File: config.mk
export PLATFORM = sky130hd
export DESIGN_NAME = lssr_div
export DESIGN_NICKNAME = d
export VERILOG_FILES = /design/src/lssr_pkg.sv /design/src/lssr_div.sv
export SDC_FILE = /design/constraint.sdc
export NUM_CORES = 1
export LEC_CHECK = 0
export BUFFER_PORTS_ARGS = -buffer_cell sky130_fd_sc_hd__buf_2
export CAP_MARGIN = 20
export CORE_MARGIN = 5
export CORE_UTILIZATION = 48
export DETAILED_ROUTE_END_ITERATION = 7
export PLACE_DENSITY = 0.82
export SYNTH_ARGS = -nofsm -noshare
export SYNTH_HDL_FRONTEND = slang
export SYNTH_SLANG_ARGS = --single-unit
File: constraint.sdc
create_clock -name clk -period 3.9 [get_ports clk]
set_input_delay 0 -clock clk [delete_from_list [all_inputs] [get_ports clk]]
set_output_delay 0 -clock clk [all_outputs]
set_load 0.01 [all_outputs]
File: src/lssr_pkg.sv
// ----------------------------------------------------------------------------
// lssr_pkg
// Shared types and constants of the looping step sequencer and recorder.
// ----------------------------------------------------------------------------
package lssr_pkg;

  typedef enum logic [1:0] {
    KIND_TICK  = 2'd0,
    KIND_START = 2'd1,
    KIND_REC   = 2'd2,
    KIND_BARS  = 2'd3
  } kind_t;

  // one slot: {on, freq[15:0], sample[7:0]}
  localparam int SLOT_W   = 25;
  localparam int SLOT_ON  = 24;
  localparam int FREQ_W   = 16;
  localparam int SAMPLE_W = 8;

  // shared serial divider widths
  localparam int NUM_W = 42;
  localparam int DEN_W = 25;

  localparam logic [15:0] COUNT_MAX = 16'hFFFF;

endpackage

File: src/lssr_div.sv
// ----------------------------------------------------------------------------
// lssr_div
// Restoring serial divider, one quotient bit per cycle.
// ----------------------------------------------------------------------------
module lssr_div import lssr_pkg::*; (
  input  logic             clk,
  input  logic             rst,
  input  logic             go,
  input  logic [NUM_W-1:0] num,
  input  logic [DEN_W-1:0] den,
  output logic             done,
  output logic [NUM_W-1:0] quo,
  output logic [DEN_W-1:0] rem
);

  localparam int CW = $clog2(NUM_W);

  logic          run;
  logic [CW-1:0] cnt;
  logic [DEN_W-1:0] den_r;
  logic [DEN_W:0] trial;
  logic [DEN_W:0] diff;
  logic           ge;

  assign trial = {rem, quo[NUM_W-1]};
  assign ge    = trial >= {1'b0, den_r};
  assign diff  = trial - {1'b0, den_r};

  always_ff @(posedge clk) begin
    if (rst) begin
      run  <= 1'b0;
      done <= 1'b0;
      cnt  <= '0;
    end else begin
      done <= !go && run && (cnt == CW'(NUM_W - 1));
      if (go) begin
        quo   <= num;
        rem   <= '0;
        den_r <= den;
        cnt   <= '0;
        run   <= 1'b1;
      end else if (run) begin
        rem <= ge ? diff[DEN_W-1:0] : trial[DEN_W-1:0];
        quo <= {quo[NUM_W-2:0], ge};
        cnt <= cnt + 1'b1;
        if (cnt == CW'(NUM_W - 1)) begin
          run <= 1'b0;
        end
      end
    end
  end

endmodule

==> PnR_summary.wiki, run 1 <==
{| class="wikitable"
! Metric !! Value
|-
| Routability congestion estimate from global placement || 0.876
|-
| Average instance area after synthesis || about 12 µm²
|-
| Start point of the critical path || quo[41]$_DFFE_PP_
|-
| Clock sink total || 100
|-
| Cell variety after synth || 66
|-
| DRC marker count from the first detailed-route iteration || 221
|-
| Worst reg2reg setup slack || 360 ps
|-
| Total track usage || between 20% and 30%
|-
| H-Tree Depth || 3
|-
| Number of nets in the synthesized netlist || about 550
|-
| Die Y-Extent || 117 µm
|-
| Data required time at the worst endpoint || around 4000 ps
|-
| Cell accounting for the most synthesized area || sky130_fd_sc_hd__edfxtp_1
|-
| Final Skew || approximately 10 ps
|-
| Post-layout min period || between 3000 and 4000 ps
|-
| Pwr Total || between 0.003 and 0.004 W
|-
| Die outline width || 117 µm
|-
| Count of input and output buffers || approximately 140
|-
| Setup violations, final || 0
|-
| Kind of launch point of the worst setup path || flop
|-
| Number of flip-flops and latches in the synthesized netlist || 100
|-
| Syn Std Cell Area || roughly 0.0055 mm²
|-
| Result of the run || finished clean
|-
| Relative contribution of the clock network to total power || 29.7%
|-
| Synthesized instance count || ~450
|-
| Fraction of power consumed by sequential logic || between 40% and 50%
|-
| Routed length on met3 || 1240 µm
|-
| Post-cts gate resize count || 0
|-
| Wire length after detailed routing || about 14000 µm
|-
| Critical path type || flop to flop
|-
| Seq/Total Area, Yosys || between 50% and 60%
|-
| Kind of end point of the critical path || flop
|-
| Fraction of power spent switching nets || about 29%
|-
| Count of flip-flops with a built-in enable after synthesis || 92
|-
| Max layer used || met4
|-
| Logic depth of the worst register-to-register path || 14
|-
| Layout Nets || between 700 and 800
|-
| Number of top-level pins || about 140
|-
| Accumulated negative setup slack || 0 ps
|-
| Cells along the critical path || inv_1 -> ha_1 -> inv_1 -> fa_1 -> a21oi_1 -> o21ai_0 -> a221o_2 -> a31oi_4 -> a21oi_4 -> nor3b_4 -> nor2_2 -> buf_4 -> mux2i_1 -> nor2_1
|-
| Number of global-route vias before repair || 4589
|-
| Number of antenna violations at the first check in global routing || 0
|-
| Reported max-cap violation count || 0
|-
| Number of buffers added by the clock tree synthesis step || 9
|-
| Clk root buf || sky130_fd_sc_hd__clkbuf_16
|-
| Cell area power density || 425 mW/mm²
|-
| Number of placement rows || 39
|-
| Storage element area || a little under 0.003 mm²
|-
| Critical R2R Launch || quo[41]$_DFFE_PP_
|-
| Reg-to-reg critical path endpoint || rem[6]$_SDFFCE_PP0P_
|-
| Latest clock arrival within the worst-skew pair || approximately 350 ps
|-
| Power spent charging and discharging nets || 0.000899 W
|-
| Detailed-routed wire length on met2 || 6770 µm
|-
| Beginning of the worst hold path || rst
|-
| Async SR Flop Fraction || 0%
|-
| Yosys synthesis warning count || 0
|-
| Buffers & Inverters on Critical Path || 3
|-
| Synth top area share || 50.7%
|-
| Int Power || roughly 0.0022 W
|-
| Most numerous cell types in the synthesized netlist || sky130_fd_sc_hd__edfxtp_1, sky130_fd_sc_hd__mux2_2, sky130_fd_sc_hd__nor2_1
|-
| Utilization after layout || around 64%
|-
| Proportion of power drawn by combinational gates || 26.9%
|-
| Antenna fix cells || 0
|-
| Tightest Pin Transition || between 1000 and 1500 ps
|-
| Crit path top cell by count || sky130_fd_sc_hd__inv_1
|-
| Final number of hold-violating endpoints || 0
|-
| Cell types with the largest area share after synthesis || sky130_fd_sc_hd__edfxtp_1, sky130_fd_sc_hd__mux2_2, sky130_fd_sc_hd__ha_1
|-
| Number of design rule violations left after detail routing || 0
|-
| Setup bufs post-CTS || 0
|-
| Grt total ovfl || 0
|-
| Hold WC Path Type || input port to flop
|-
| Number of buffers inserted for hold repair after clock tree synthesis || 67
|-
| Vias per cell || about 5.4
|-
| Routed WL per cell || 17.5 µm
|-
| Total cell area at the placement stage || between 0.006 and 0.007 mm²
|-
| Detailed-routing wirelength on met1 || around 5700 µm
|-
| Critical path fanouts, max || 20
|-
| Non-filler cells, final || around 800
|-
| RSZ-0062 raised after global routing || false
|-
| Fraction of final layout cells with drive strength greater than 1 || 33.6%
|-
| Most repeated cell in the gate-level netlist after synthesis || sky130_fd_sc_hd__edfxtp_1
|-
| Number of fill cells || ~800
|-
| Most instantiated flip-flop cell in the synthesis netlist || sky130_fd_sc_hd__edfxtp_1
|-
| Area of the core || around 0.011 mm²
|-
| Leakage || 3.07 nW
|-
| TritonCTS clock tree || built
|-
| First-pass GRT wire length || ~23000 µm
|-
| Placed wire-length estimate after detailed placement || ~9300 µm
|-
| WHS Path Cells || 3
|-
| Endpoint arrival time on the critical path || 3610 ps
|-
| Hold path endpoint || cnt[5]$_SDFFE_PP0P_
|-
| Area of the die || approximately 0.014 mm²
|-
| Slew headroom || 29.6%
|-
| Cell class contributing the biggest share of worst-path delay || simple AND/OR/NAND/NOR gates
|-
| First drt pass iteration count || 5
|-
| Maximum vdd ir drop || 0.000337 V
|-
| Final standard cell area without fillers || 0.00725 mm²
|-
| Initial core utilization || 48.4%
|-
| Placed cell count || 715
|-
| Growth of design area from synthesis to finish || 32.9%
|-
| Number of max-slew violations in the final report || 0
|-
| Total number of vias || 4304
|-
| Post-DRT Antenna Nets || 0
|-
| Achievable Freq || 0.283 GHz
|-
| Crit-path slowest cell || sky130_fd_sc_hd__nor2_2
|-
| Pin count of the biggest net entering global routing || 43
|-
| Longest individual stage delay on the worst path || approximately 800 ps
|-
| Period utilization || between 90% and 100%
|-
| CTS max path bufs || 2
|-
| Clock-pin slew on the worst setup and hold paths || 70 ps
|-
| Multi-input combinational cell area || 0.00230 mm²
|}
layout make-up:
| type | count | share of cell area, % |
|---|---|---|
| inverters | 36 | 1.86 |
| flip-flops and latches | 100 | 40.3 |
| clock inverters | 3 | 0.363 |
| multi-input cells | 295 | 31.8 |
| repair buffers | 208 | 19.3 |
| well taps | 143 | 2.47 |
| clock buffers | 13 | 3.88 |
stage by stage:
step | worst slack (ps) | hold slack (ps)
floorplan | 766 | 98.9
global placement | 534 | 179
detailed placement | 418 | 179
CTS | 382 | 50.5
global route | 102 | 68.6
finish | 364 | 69.7
layout by cell type, fill, tap and decap left out, types with 4 or more instances in the layout:
master	instances
sky130_fd_sc_hd__a21o_2	4
sky130_fd_sc_hd__nor3_1	4
sky130_fd_sc_hd__nand2_1	23
sky130_fd_sc_hd__buf_2	137
sky130_fd_sc_hd__a211oi_1	7
sky130_fd_sc_hd__inv_1	36
sky130_fd_sc_hd__xor2_1	8
sky130_fd_sc_hd__o21ai_0	12
sky130_fd_sc_hd__a21o_1	8
sky130_fd_sc_hd__nand4_1	5
sky130_fd_sc_hd__nor2_1	37
sky130_fd_sc_hd__mux2i_1	13
sky130_fd_sc_hd__mux2_2	42
sky130_fd_sc_hd__xnor2_1	11
sky130_fd_sc_hd__ha_1	27
sky130_fd_sc_hd__dlygate4sd3_1	67
sky130_fd_sc_hd__a21oi_1	23
sky130_fd_sc_hd__o21a_1	6
sky130_fd_sc_hd__clkbuf_16	10
sky130_fd_sc_hd__dfxtp_1	8
sky130_fd_sc_hd__o21ai_1	4
sky130_fd_sc_hd__edfxtp_1	92
registers in the layout, indices dropped and copies added, names as in the netlist:
register and cells:
den_r 25, rem 25, cnt 6, done 1, quo 42, run 1
power by group through the flow:
stage / logic, W / registers (W) / clock network, W
after floorplan: 0.000545 / 0.00137 / 0
after CTS: 0.000822 / 0.00133 / 0.000938
final: 0.000829 / 0.00133 / 0.000914
after detailed placement: 0.000765 / 0.00135 / 0
after global routing: 0.000911 / 0.00134 / 0.000979
after global placement: 0.000746 / 0.00135 / 0
worst register-to-register path: cells and delay by family, from the launching register on:
family          cells  cell delay [ps]
mux                 1              220
compound gates      5              840
simple gates        3              950
buf+inv             3              460
flops               1              370
fa+ha+maj           2              410
worst max path at each step:
stage	endpoint	depth (start not counted)
2_1_floorplan	rem[24]$_SDFFCE_PP0P_	14
5_1_grt	rem[10]$_SDFFCE_PP0P_	11
3_5_place_dp	rem[6]$_SDFFCE_PP0P_	14
3_3_place_gp	rem[11]$_SDFFCE_PP0P_	14
6_report	rem[6]$_SDFFCE_PP0P_	14
4_1_cts	rem[6]$_SDFFCE_PP0P_	14
layer usage:
metal,GRT usage (%),up-vias
li1,-,2069
met1,26.1,2031
met2,35.8,186
met3,7.88,18
met4,6.57,0
met5,0,-
logic make-up (layout without fill, tap and decap cells):
kind of cell / after synthesis / count (layout) / synth area share (%)
multiplexers: 55 / 55 / 11.1
AO/OA/AOI/OAI: 91 / 91 / 11.8
buffers and inverters: 54 / 260 / 4.34
adder cells (fa/ha/maj): 28 / 28 / 6.56
flip-flops: 100 / 100 / 53.6
AND/OR/NAND/NOR: 102 / 102 / 9.57
XOR/XNOR: 19 / 19 / 3.05
No activity file was read; power rests on OpenSTA's default activity.
==> inputs of run 2 (changes only) <==
- REMOVE_ABC_BUFFERS: not set -> 1
==> PnR_summary.wiki, run 2 (synthesis gave the netlist of run 1 again) <==
{| class="wikitable"
! Metric !! Value
|-
| Result of the run || finished clean
|-
| Total number of vias || about 4200
|-
| Clock sink total || 100
|-
| First-pass GRT wire length || ~22000 µm
|-
| Setup bufs post-CTS || 0
|-
| Grt total ovfl || 0
|-
| Storage element area || between 0.002 and 0.003 mm²
|-
| Post-layout min period || 3450 ps
|-
| Slew headroom || roughly 46%
|-
| Number of global-route vias before repair || between 4000 and 5000
|-
| Int Power || 0.00211 W
|-
| Accumulated negative setup slack || 0 ps
|-
| Critical path type || flop to flop
|-
| Die Y-Extent || ~120 µm
|-
| Placed wire-length estimate after detailed placement || approximately 9000 µm
|-
| Clock-pin slew on the worst setup and hold paths || approximately 70 ps
|-
| Antenna fix cells || 0
|-
| Final number of hold-violating endpoints || 0
|-
| Layout Nets || between 700 and 800
|-
| Pwr Total || 0.00302 W
|-
| Reported max-cap violation count || 0
|-
| Total track usage || between 20% and 30%
|-
| Number of top-level pins || roughly 140
|-
| Count of input and output buffers || roughly 140
|-
| Setup violations, final || 0
|-
| Post-DRT Antenna Nets || 0
|-
| H-Tree Depth || 3
|-
| Number of fill cells || 811
|-
| Relative contribution of the clock network to total power || 28.7%
|-
| Period utilization || about nine tenths
|-
| Maximum vdd ir drop || ~0.00037 V
|-
| Number of design rule violations left after detail routing || 0
|-
| Register with the most flip-flops || quo
|-
| Number of buffers added by the clock tree synthesis step || 9
|-
| Power spent charging and discharging nets || approximately 0.00091 W
|-
| Critical path fanouts, max || 14
|-
| Fraction of final layout cells with drive strength greater than 1 || about a third
|-
| Cell area power density || between 400 and 500 mW/mm²
|-
| Proportion of power drawn by combinational gates || a little over a quarter
|-
| Kind of end point of the critical path || flop
|-
| Area of the die || about 0.014 mm²
|-
| DRC marker count from the first detailed-route iteration || around 190
|-
| TritonCTS clock tree || built
|-
| Growth of design area from synthesis to finish || 32.4%
|-
| Commonest cells after routing, fill and taps aside || sky130_fd_sc_hd__buf_2, sky130_fd_sc_hd__edfxtp_1, sky130_fd_sc_hd__dlygate4sd3_1
|-
| Routed WL per cell || approximately 17 µm
|-
| Number of max-slew violations in the final report || 0
|-
| Multi-input combinational cell area || 0.00230 mm²
|-
| Registers with the highest flip-flop counts || quo (42), den_r (25), rem (25)
|-
| Kind of launch point of the worst setup path || flop
|-
| Tightest Pin Transition || about 810 ps
|-
| RSZ-0062 raised after global routing || false
|-
| Wire length after detailed routing || 13300 µm
|-
| Hold WC Path Type || input port to flop
|-
| Die outline width || 117 µm
|-
| Latest clock arrival within the worst-skew pair || 360 ps
|-
| Number of flip-flops under the largest register name || 42
|-
| Number of placement rows || 39
|-
| Endpoint arrival time on the critical path || about 3500 ps
|-
| Initial core utilization || 48.4%
|-
| Achievable Freq || 0.290 GHz
|-
| Final Skew || 9.02 ps
|-
| Leading cell type in the layout, fill and taps excluded || sky130_fd_sc_hd__buf_2
|-
| Worst Hold Margin || around 18 ps
|-
| Clk root buf || sky130_fd_sc_hd__clkbuf_16
|-
| Pin count of the biggest net entering global routing || 44
|-
| Routability congestion estimate from global placement || 0.889
|-
| First drt pass iteration count || 4
|-
| Leakage || 3.06 nW
|-
| Data required time at the worst endpoint || 3980 ps
|-
| CTS max path bufs || 2
|-
| Fraction of power consumed by sequential logic || 44.1%
|-
| Number of antenna violations at the first check in global routing || 0
|-
| Area of the core || between 0.01 and 0.015 mm²
|-
| Fraction of power spent switching nets || a little over 30%
|-
| Vias per cell || 5.26
|}
[run 2: timing repair]
action | CTS | global route
endpoints found under the hold margin | 67 | 0
resized for setup | 0 | 0
hold buffers | 67 | 0
[run 2: layout make-up]
type / count / area share, %
repair buffers: 209 / 19.3
multi-input cells: 295 / 31.9
flip-flops and latches: 100 / 40.5
clock buffers: 9 / 3.12
clock inverters: 7 / 0.832
inverters: 36 / 1.87
well taps: 143 / 2.48
[run 2: power groups by stage]
stage / Sequential, W / Combinational (W) / Clock (W)
finish: 0.00133 / 0.000820 / 0.000867
global route: 0.00134 / 0.000906 / 0.000932
CTS: 0.00133 / 0.000814 / 0.000886
detailed placement: 0.00135 / 0.000759 / 0
global placement: 0.00135 / 0.000737 / 0
floorplan: 0.00138 / 0.000506 / 0
[run 2: stage by stage]
stage | utilization (%) | setup WS (ps) | instance area [µm²] | instances
floorplan | - | 77.9 | 5350 | 431
global placement | 55.6 | 650 | 6260 | 716
detailed placement | 55.6 | 504 | 6260 | 716
CTS | 64.0 | 494 | 7220 | 799
global route | 64.0 | 163 | 7220 | 799
finish | 64.0 | 449 | 7220 | 799
[run 2: path summary, 6_finish.rpt]
check / start / end / slack, ps / cells past startpoint
worst max-delay path: quo[41]$_DFFE_PP_ / rem[8]$_SDFFCE_PP0P_ / 450 / 14
worst min-delay path: rst / quo[14]$_DFFE_PP_ / 20 / 2
worst min register to register: cnt[1]$_SDFFE_PP0P_ / cnt[1]$_SDFFE_PP0P_ / 510 / 2
worst max register to register: quo[41]$_DFFE_PP_ / rem[8]$_SDFFCE_PP0P_ / 450 / 14
[run 2: critical path: stages, from the launching register on]
cell	delay (ps)
sky130_fd_sc_hd__edfxtp_1	420
sky130_fd_sc_hd__inv_1	80
sky130_fd_sc_hd__ha_1	160
sky130_fd_sc_hd__inv_1	50
sky130_fd_sc_hd__fa_1	390
sky130_fd_sc_hd__a21oi_1	250
sky130_fd_sc_hd__o21ai_0	130
sky130_fd_sc_hd__a221o_2	410
sky130_fd_sc_hd__a31oi_4	210
sky130_fd_sc_hd__a21oi_4	100
sky130_fd_sc_hd__nor3b_4	280
sky130_fd_sc_hd__nor2_2	200
sky130_fd_sc_hd__buf_4	250
sky130_fd_sc_hd__mux2i_1	180
sky130_fd_sc_hd__nor2_1	60
[run 2: metal layers]
metal  vias up  wire length [µm]  GRT usage [%]
li1       2065                 -              -
met4         0               191           5.66
met2       143              6460           34.7
met5         -                 0              0
met3        15              1160           7.93
met1      1978              5470           24.4
==> inputs of run 3 (changes only) <==
- CORE_MARGIN: 5 -> not set
- CTS_CLUSTER_DIAMETER: not set -> 100
- PLACE_DENSITY: 0.82 -> 0.87
==> PnR_summary.wiki, run 3 (synthesis gave the netlist of run 1 again) <==
{| class="wikitable"
! Metric !! Value
|-
| Result of the run || finished clean
|-
| Antenna fix cells || 0
|-
| Total number of vias || roughly 4300
|-
| Area of the die || 0.0118 mm²
|-
| Relative contribution of the clock network to total power || 28.5%
|-
| Die outline width || roughly 110 µm
|-
| H-Tree Depth || 3
|-
| Hold WC Path Type || input port to flop
|-
| Critical path type || flop to flop
|-
| Grt total ovfl || 0
|-
| Number of global-route vias before repair || 4321
|-
| Clock-pin slew on the worst setup and hold paths || about 70 ps
|-
| Final number of hold-violating endpoints || 0
|-
| Fraction of power consumed by sequential logic || between 40% and 50%
|-
| Critical path fanouts, max || 12
|-
| Post-layout min period || roughly 3300 ps
|-
| TritonCTS clock tree || built
|-
| Period utilization || between 80% and 90%
|-
| Leading cell type in the layout, fill and taps excluded || sky130_fd_sc_hd__buf_2
|-
| Clock sink total || 100
|-
| RSZ-0062 raised after global routing || false
|-
| WHS Path Cells || 3
|-
| First drt pass iteration count || 4
|-
| Worst Hold Margin || between 80 and 90 ps
|-
| Fraction of final layout cells with drive strength greater than 1 || 33.8%
|-
| DRC marker count from the first detailed-route iteration || around 240
|-
| Achievable Freq || slightly above 0.3 GHz
|-
| Maximum vdd ir drop || 0.000241 V
|-
| Initial core utilization || about half
|-
| Setup violations, final || 0
|-
| Number of max-slew violations in the final report || 0
|-
| Kind of launch point of the worst setup path || flop
|-
| Number of placement rows || 38
|-
| Number of flip-flops under the largest register name || 42
|-
| Kind of end point of the critical path || flop
|-
| Endpoint arrival time on the critical path || 3420 ps
|-
| Accumulated negative setup slack || 0 ps
|-
| Proportion of power drawn by combinational gates || between 20% and 30%
|-
| Power spent charging and discharging nets || about 0.00091 W
|-
| Leakage || 3.06 nW
|-
| Number of buffers added by the clock tree synthesis step || 9
|-
| Final Skew || between 9 and 10 ps
|-
| Total track usage || between 20% and 30%
|-
| Clk root buf || sky130_fd_sc_hd__clkbuf_16
|-
| Number of design rule violations left after detail routing || 0
|-
| Pwr Total || a little over 0.003 W
|-
| Number of antenna violations at the first check in global routing || 0
|-
| Layout Nets || 749
|-
| Data required time at the worst endpoint || about 4000 ps
|-
| Latest clock arrival within the worst-skew pair || ~350 ps
|-
| Routability congestion estimate from global placement || 0.893
|-
| Reported max-cap violation count || 0
|-
| Fraction of power spent switching nets || ~30%
|-
| Routed WL per cell || between 15 and 20 µm
|-
| Wire length after detailed routing || between 10000 and 15000 µm
|-
| Commonest cells after routing, fill and taps aside || sky130_fd_sc_hd__buf_2, sky130_fd_sc_hd__edfxtp_1, sky130_fd_sc_hd__dlygate4sd3_1
|-
| Slew headroom || around 41%
|-
| Tightest Pin Transition || around 880 ps
|-
| Logic depth of the worst register-to-register path || 13
|-
| Int Power || between 0.002 and 0.0025 W
|-
| Utilization after layout || between 60% and 70%
|-
| Vias per cell || between 5 and 6
|-
| Pin count of the biggest net entering global routing || ~70
|-
| Number of fill cells || ~800
|-
| Growth of design area from synthesis to finish || 32.3%
|-
| Die Y-Extent || between 100 and 150 µm
|-
| Post-DRT Antenna Nets || 0
|-
| CTS max path bufs || 2
|-
| Number of top-level pins || 138
|-
| First-pass GRT wire length || roughly 21000 µm
|-
| Placed wire-length estimate after detailed placement || roughly 9000 µm
|-
| Count of input and output buffers || ~140
|-
| Registers with the highest flip-flop counts || quo (42), den_r (25), rem (25)
|-
| Register with the most flip-flops || quo
|-
| Cell area power density || around 420 mW/mm²
|-
| Area of the core || 0.0109 mm²
|}
-- run 3: changes by cell type in the layout (fill, tap and decap cells not counted) --
cell / delta
sky130_fd_sc_hd__clkinv_4: +1
sky130_fd_sc_hd__clkinv_1: -1
sky130_fd_sc_hd__inv_8: +2
sky130_fd_sc_hd__clkinv_8: -1
sky130_fd_sc_hd__inv_4: +2
sky130_fd_sc_hd__inv_6: -3
-- run 3: final timing paths --
check                                    startpoint  slack, ps                    end
worst max-delay path              quo[41]$_DFFE_PP_        590  rem[24]$_SDFFCE_PP0P_
worst min-delay path                            rst         80    cnt[0]$_SDFFE_PP0P_
worst max register to register    quo[41]$_DFFE_PP_        590  rem[24]$_SDFFCE_PP0P_
worst min register to register  cnt[5]$_SDFFE_PP0P_        510        done$_SDFF_PP0_
-- run 3: area by class of cell --
cell class	instances	area, µm²	area share, %
Tap cell	140	175	2.43
Sequential cell	100	2920	40.5
Multi-Input combinational cell	295	2300	31.9
Inverter	36	135	1.87
Timing Repair Buffer	209	1390	19.3
Clock buffer	9	225	3.12
Clock inverter	7	57.6	0.798
-- run 3: through the flow --
step	worst slack, ps	cell area (µm²)	instances
2_1_floorplan	77.9	5350	431
4_1_cts	589	7210	796
6_report	588	7210	796
3_3_place_gp	703	6260	713
5_1_grt	345	7210	796
3_5_place_dp	601	6260	713
-- run 3: worst max-delay path, cell delays in order (launching register included) --
cell	delay (ps)
sky130_fd_sc_hd__edfxtp_1	400
sky130_fd_sc_hd__inv_1	70
sky130_fd_sc_hd__ha_1	160
sky130_fd_sc_hd__inv_1	60
sky130_fd_sc_hd__fa_1	400
sky130_fd_sc_hd__a21oi_1	250
sky130_fd_sc_hd__o21ai_0	130
sky130_fd_sc_hd__a221o_2	400
sky130_fd_sc_hd__a31oi_4	210
sky130_fd_sc_hd__a21oi_4	100
sky130_fd_sc_hd__nor3b_4	250
sky130_fd_sc_hd__or2_4	260
sky130_fd_sc_hd__nor4b_2	70
sky130_fd_sc_hd__a211o_1	300
-- run 3: what timing repair did --
action / 4_1_cts / 5_1_grt
hold endpoints to repair: 67 / 0
setup buffers: 0 / 0
resized for setup: 0 / 0
hold buffers: 67 / 0
-- run 3: power groups by stage --
stage / registers (W) / clock network, W / logic [W]
detailed placement: 0.00136 / 0 / 0.000762
global route: 0.00135 / 0.000904 / 0.000904
finish: 0.00134 / 0.000859 / 0.000823
CTS: 0.00133 / 0.000869 / 0.000817
floorplan: 0.00138 / 0 / 0.000506
global placement: 0.00135 / 0 / 0.000738
-- run 3: routing by layer --
metal | GRT usage (%) | up-vias | routed length, µm
met3 | 5.49 | 22 | 860
li1 | - | 2056 | -
met2 | 41.0 | 163 | 6690
met5 | 0 | - | 0
met4 | 8.20 | 0 | 267
met1 | 28.0 | 2063 | 5510
